==> src/rtl/fqrm_pkg.sv <==
`timescale 1ns / 1ps

package fqrm_pkg;

  localparam int DEPTH   = 64;
  localparam int ADDR_W  = $clog2(DEPTH);
  localparam int CNT_W   = $clog2(DEPTH + 1);
  localparam int DATA_W  = 32;
  localparam int COUNT_W = 7;

  typedef enum logic [1:0] {
    ACT_ENQ   = 2'd0,
    ACT_DEQ   = 2'd1,
    ACT_RMMAX = 2'd2,
    ACT_CLEAR = 2'd3
  } action_t;

  // ring pointer advance with wrap at the last slot
  function automatic logic [ADDR_W-1:0] ptr_inc(input logic [ADDR_W-1:0] p);
    if (p == ADDR_W'(DEPTH - 1)) begin
      return '0;
    end
    return p + 1'b1;
  endfunction

endpackage

==> src/rtl/fifo_queue_remove_max.sv <==
`timescale 1ns / 1ps

// result: registered in S_DONE after the accepting edge; a dequeue that leaves the queue
// nonempty passes through S_DEQ first, and remove-max on count entries makes two sweeps
// throughput: one transaction at a time; the slot memory's single read port sets the sweep
// rate of one entry per cycle, and a stalled output holds the next result
// reset: head, tail, held entry count and handshake state clear; slot memory is not cleared

module fifo_queue_remove_max (
  input  logic                                clk,
  input  logic                                rst,
  input  logic                                in_valid,
  output logic                                in_ready,
  input  logic [1:0]                          action,
  input  logic signed [fqrm_pkg::DATA_W-1:0]  in_value,
  output logic                                out_valid,
  input  logic                                out_ready,
  output logic                                ok,
  output logic signed [fqrm_pkg::DATA_W-1:0]  out_value,
  output logic                                front_valid,
  output logic signed [fqrm_pkg::DATA_W-1:0]  front_value,
  output logic [fqrm_pkg::COUNT_W-1:0]        count
);
  import fqrm_pkg::*;

  typedef enum logic [2:0] {
    S_IDLE,
    S_DEQ,
    S_SCAN,
    S_PACK,
    S_DONE
  } state_t;

  state_t state;

  logic signed [DATA_W-1:0] slots [DEPTH];
  logic signed [DATA_W-1:0] rd_data;
  logic [ADDR_W-1:0]        rd_addr;
  logic                     mem_we;
  logic [ADDR_W-1:0]        mem_wa;
  logic signed [DATA_W-1:0] mem_wd;

  logic [ADDR_W-1:0]        head;
  logic [ADDR_W-1:0]        tail;
  logic [CNT_W-1:0]         held;
  logic signed [DATA_W-1:0] front;

  logic [ADDR_W-1:0]        rd_ptr;
  logic [ADDR_W-1:0]        wr_ptr;
  logic [CNT_W-1:0]         issued;
  logic [CNT_W-1:0]         kept;
  logic                     pend;
  logic signed [DATA_W-1:0] best;

  logic                     res_ok;
  logic signed [DATA_W-1:0] res_out;

  logic                     accept;
  logic                     not_full;
  logic                     issue;
  logic                     sweep_done;
  logic                     keep_entry;
  logic                     out_free;
  logic [CNT_W-1:0]         held_dec;

  assign in_ready   = (state == S_IDLE);
  assign accept     = in_valid && in_ready;
  assign not_full   = (held < CNT_W'(DEPTH));
  assign issue      = (issued < held);
  assign sweep_done = !issue && !pend;
  assign keep_entry = pend && (rd_data != best);
  assign out_free   = !out_valid || out_ready;
  assign held_dec   = held - 1'b1;

  // slot memory access
  always_comb begin
    rd_addr = rd_ptr;
    mem_we  = 1'b0;
    mem_wa  = tail;
    mem_wd  = in_value;
    if (state == S_IDLE) begin
      rd_addr = ptr_inc(head);
      mem_we  = accept && (action_t'(action) == ACT_ENQ) && not_full;
    end else if (state == S_PACK) begin
      mem_we = keep_entry;
      mem_wa = wr_ptr;
      mem_wd = rd_data;
    end
  end

  always_ff @(posedge clk) begin
    if (mem_we) begin
      slots[mem_wa] <= mem_wd;
    end
    rd_data <= slots[rd_addr];
  end

  always_ff @(posedge clk) begin
    if (rst) begin
      state     <= S_IDLE;
      head      <= '0;
      tail      <= '0;
      held      <= '0;
      out_valid <= 1'b0;
      pend      <= 1'b0;
    end else begin
      if (out_valid && out_ready && (state != S_DONE)) begin
        out_valid <= 1'b0;
      end
      case (state)
        S_IDLE: begin
          if (accept) begin
            case (action_t'(action))
              ACT_ENQ: begin
                res_ok  <= not_full;
                res_out <= '0;
                state   <= S_DONE;
                if (not_full) begin
                  tail <= ptr_inc(tail);
                  held <= held + 1'b1;
                  if (held == '0) begin
                    front <= in_value;
                  end
                end
              end
              ACT_DEQ: begin
                res_ok  <= (held != '0);
                res_out <= (held != '0) ? front : '0;
                if (held != '0) begin
                  held <= held_dec;
                  if (held_dec == '0) begin
                    head  <= '0;
                    tail  <= '0;
                    state <= S_DONE;
                  end else begin
                    head  <= ptr_inc(head);
                    state <= S_DEQ;
                  end
                end else begin
                  state <= S_DONE;
                end
              end
              ACT_RMMAX: begin
                res_ok  <= 1'b0;
                res_out <= '0;
                if (held != '0) begin
                  rd_ptr <= head;
                  issued <= '0;
                  pend   <= 1'b0;
                  best   <= {1'b1, {(DATA_W-1){1'b0}}};
                  state  <= S_SCAN;
                end else begin
                  state <= S_DONE;
                end
              end
              default: begin
                head    <= '0;
                tail    <= '0;
                held    <= '0;
                res_ok  <= 1'b1;
                res_out <= '0;
                state   <= S_DONE;
              end
            endcase
          end
        end
        S_DEQ: begin
          // new head entry was read at the accept edge
          front <= rd_data;
          state <= S_DONE;
        end
        S_SCAN: begin
          if (pend && (rd_data > best)) begin
            best <= rd_data;
          end
          if (issue) begin
            rd_ptr <= ptr_inc(rd_ptr);
            issued <= issued + 1'b1;
          end
          pend <= issue;
          if (sweep_done) begin
            rd_ptr <= head;
            wr_ptr <= head;
            issued <= '0;
            kept   <= '0;
            state  <= S_PACK;
          end
        end
        S_PACK: begin
          // writes trail reads, so a write never hits the slot being read
          if (keep_entry) begin
            wr_ptr <= ptr_inc(wr_ptr);
            kept   <= kept + 1'b1;
            if (kept == '0) begin
              front <= rd_data;
            end
          end
          if (issue) begin
            rd_ptr <= ptr_inc(rd_ptr);
            issued <= issued + 1'b1;
          end
          pend <= issue;
          if (sweep_done) begin
            held   <= kept;
            res_ok <= 1'b1;
            state  <= S_DONE;
            if (kept == '0) begin
              head <= '0;
              tail <= '0;
            end else begin
              tail <= wr_ptr;
            end
          end
        end
        S_DONE: begin
          if (out_free) begin
            out_valid   <= 1'b1;
            ok          <= res_ok;
            out_value   <= res_out;
            front_valid <= (held != '0);
            front_value <= (held != '0) ? front : '0;
            count       <= COUNT_W'(held);
            state       <= S_IDLE;
          end
        end
        default: begin
          state <= S_IDLE;
        end
      endcase
    end
  end

endmodule
==> config.mk <==
export PLATFORM = sky130hd
export DESIGN_NAME = fifo_queue_remove_max
export DESIGN_NICKNAME = d
export VERILOG_FILES = /design/src/rtl/fqrm_pkg.sv /design/src/rtl/fifo_queue_remove_max.sv
export SDC_FILE = /design/constraint.sdc
export NUM_CORES = 2
export LEC_CHECK = 0
export BUFFER_PORTS_ARGS = -buffer_cell sky130_fd_sc_hd__buf_4
export CAP_MARGIN = 15
export CORE_UTILIZATION = 40
export DETAILED_ROUTE_END_ITERATION = 6
export PLACE_DENSITY = 0.57
export SLEW_MARGIN = 10
export SYNTH_ARGS = -nofsm -noshare
export SYNTH_HDL_FRONTEND = slang
export SYNTH_SLANG_ARGS = --single-unit
export TNS_END_PERCENT = 10
==> constraint.sdc <==
create_clock -name clk -period 10.4 [get_ports clk]
set_input_delay 0 -clock clk [delete_from_list [all_inputs] [get_ports clk]]
set_output_delay 0 -clock clk [all_outputs]
set_load 0.01 [all_outputs]
==> PnR_summary.wiki <==
{| class="wikitable"
! Metric !! Value
|-
| Post-route cell area || between 100000 and 150000 um^2
|-
| Wire length of the first global-routing pass || 412000 um
|-
| Startpoint kind of the worst setup timing path || flip-flop
|-
| Area grow syn2layout || 14.1%
|-
| Worst-skew pair later-pin latency || 0.90 ns
|-
| Placed Area || slightly below 100000 um^2
|-
| Dominant cells by area after synthesis || edfxtp_1 (73%), nand2_1 (8.9%), nand3_1 (4.0%)
|-
| Path category of the worst min-delay check || input pin to flip-flop
|-
| Input/output buffers || 112
|-
| Overall fraction of global-route tracks in use || 24.0%
|-
| Worst R2R Start || state[2]$_SDFFE_PP0P_
|-
| Number of nets produced by synthesis || 7347
|-
| Slew Limit Fails || 0
|-
| Maximum fanout count along the critical path || 70
|-
| Number of top-level design ports || 113
|-
| #FFs+latches synth || about 2.3k
|-
| Number of buffers added by the clock tree synthesis step || 231
|-
| Minimum hold slack || 0.125 ns
|-
| Portion of the post-synthesis area used by sequential elements || 73.8%
|-
| Total iterations of the first detailed-routing run || 6
|-
| Footprint of the multi-input gates || 22800 um^2
|-
| HP Start || out_ready
|-
| Data arrival time at the worst-slack endpoint || 6.51 ns
|-
| F_max || 0.173 GHz
|-
| Post-CTS Hold Buffers || 70
|-
| Max-cap viol count || 0
|-
| Layout cell share with drive strength beyond 1 || 10.5%
|-
| PD cells || between 200 and 300 nW/um^2
|-
| Number of cell rows || 176
|-
| Number of antenna-violating nets in the routed design || 0
|-
| Start point of the critical path || state[2]$_SDFFE_PP0P_
|-
| RSZ-0062 raised after global routing || false
|-
| Final hold violation count || 0
|-
| Die area || 234000 um^2
|-
| Synth Instances || 7257
|-
| Worst max-slew margin expressed relative to the limit || 11.8%
|-
| Pin count of the biggest net entering global routing || 196
|-
| Initial antenna violation count || 14
|-
| Number of synthesized flops with an enable pin || 2244
|-
| Setup-violating endpoint count in the final report || 0
|-
| Vertical die dimension || 484 um
|-
| Result of the run || finished, final reports clean
|-
| Vias || between 60k and 70k
|-
| Mapped Area || 92800 um^2
|-
| Starting Density || 40.3%
|-
| Finished Core Util || between 40% and 50%
|-
| CORE AREA || 230000 um^2
|-
| Unique cell type count in the Yosys netlist || 67
|-
| Count of routing violations after the opening detailed-route iteration || 7631
|-
| Leading cell types by count after synthesis || edfxtp_1 (2244), nand2_1 (2206), nand3_1 (745)
|-
| Final weighted congestion of routability-driven global placement || between 0.8 and 0.9
|-
| Share of async-settable or async-resettable flops after synthesis || 0%
|-
| Library cell occupying the most area in the post-synthesis netlist || edfxtp_1
|-
| Post-CTS Setup Inserts || 0
|-
| Total wire length || approximately 290000 um
|-
| Setup Total Neg Slack || 0 ns
|-
| Register Area || 68500 um^2
|-
| Count of yosys warnings during synthesis || 0
|-
| Area share of the largest cell type after synthesis || 72.6%
|-
| Maximum buffer depth of the clock tree || 3
|-
| Commonest register cell after synthesis || edfxtp_1
|-
| Avg Cell Area, Syn || 12.8 um^2
|-
| DRC violation count after routing || 0
|-
| Post-cts repair resize count || 0
|-
| Transition at the pin with the smallest max-transition slack || 1.31 ns
|-
| Net total in the final layout || 7452
|-
| Required arrival time at the worst endpoint || 11.12 ns
|-
| Final routed wire length divided by cell count || 27.1 um
|-
| Congestion Overflow GR || 0
|-
| Placed wire-length estimate || ~150000 um
|-
| Worst setup path class || flip-flop to flip-flop
|-
| Part of the cycle the worst path needs || 55.6%
|-
| TritonCTS sink count || 2300
|-
| P_leak || around 37 nW
|-
| CTS tree || yes
|-
| Count leader, synth || edfxtp_1
|-
| Number of vias per cell || approximately 5.7
|-
| Peak VDD IR || 0.000475 V
|-
| Horizontal die dimension || ~480 um
|-
| Via count of the first global-routing pass || 58.0k
|-
| Number of H-tree levels || 4
|-
| Layout filler cell count || 20.6k
|-
| Clock period minus final worst setup slack || 5.78 ns
|-
| Clock Pin Slew Worst Setup and Hold Paths || 0.06 ns
|-
| Critical path endpoint category || flip-flop
|-
| Setup Skew || 0.0724 ns
|-
| Cell at the root of the clock tree || clkbuf_16
|}
flip-flops by register name, indices dropped and copies added, names as in the netlist, 7 cells and up:
register     flops
out_value       32
issued           7
slots         2048
held             7
front           32
count            7
front_value     32
rd_data         32
res_out         32
best            32
kept             7
power by group:
group / switching (W) / total, W / leakage [nW] / internal [W]
clock: 0.00362 / 0.00827 / 3.64 / 0.00465
combinational: 0.00841 / 0.0116 / 12.3 / 0.00314
sequential: 0.000338 / 0.0112 / 20.7 / 0.0109
worst max-delay path, cell delays in order (launching register included):
cell and delay [ns]:
dfxtp_1 0.75, or3_1 0.76, nand2_2 0.62, nand2_4 0.92, buf_4 0.88, buf_4 0.72, and3_1 0.26, a31oi_1 0.05
o22ai_1 0.43, nor4_2 0.10
stage by stage:
step	total power (W)	instances	setup WS, ns
after detailed placement	0.0228	10100	4.73
final	0.0310	10600	4.62
after global placement	0.0227	10100	4.86
after floorplan	0.0184	7257	3.76
after global routing	0.0323	10600	4.43
after CTS	0.0310	10600	4.74
path summary, 6_finish.rpt:
check,endpoint,slack [ns],cells after the start
max,rd_data[21]$_DFF_P_,4.62,9
min,out_valid$_SDFF_PP0_,0.13,4
max reg2reg,rd_data[21]$_DFF_P_,4.62,9
min reg2reg,out_value[8]$_DFFE_PP_,0.40,0
layout make-up:
cell class | count | area share, %
flip-flops and latches | 2300 | 64.7
multi-input cells | 4428 | 21.6
clock buffers | 307 | 5.91
well taps | 3026 | 3.58
repair buffers | 350 | 2.81
clock inverters | 127 | 1.19
inverters | 51 | 0.181
diodes | 12 | 0.0284
kinds of logic (layout without fill, tap and decap cells):
family	count (synthesis)	after routing	synth area share, %
other	0	12	0
buffers and inverters	529	835	2.35
and+or+nand+nor	3682	3682	17.6
muxes	24	24	0.341
xor gates and xnor gates	20	20	0.189
DFF	2300	2300	73.8
adders and majority gates	52	52	0.701
AOI/OAI and AO/OA	650	650	4.97
layout by cell type (no fill, tap or decap), types with 33 or more instances in the layout:
cell type | netlist | routed
edfxtp_1 | 2244 | 2244
nand2_1 | 2206 | 2170
nand3_1 | 745 | 745
and3_1 | 324 | 323
buf_4 | 6 | 266
clkbuf_16 | 0 | 233
a21oi_1 | 180 | 179
a311oi_1 | 117 | 117
a31oi_1 | 97 | 97
nor2_1 | 158 | 91
nor3_1 | 79 | 78
dlygate4sd3_1 | 0 | 70
nor2_4 | 0 | 65
a221oi_1 | 65 | 65
clkbuf_1 | 300 | 59
dfxtp_1 | 56 | 56
ha_1 | 52 | 52
inv_1 | 51 | 51
clkinv_1 | 0 | 46
clkinv_2 | 0 | 38
and2_1 | 39 | 37
o21ai_0 | 38 | 36
nand2_2 | 0 | 33
layer usage:
layer	GRT usage (%)	vias to the layer above	part of all wire (%)
li1	-	26800	-
met5	0	-	0
met3	3.87	467	8.8
met1	33.2	30500	41
met2	37.5	2997	46
met4	9.87	0	4.1
No activity file was read; power rests on OpenSTA's default activity.
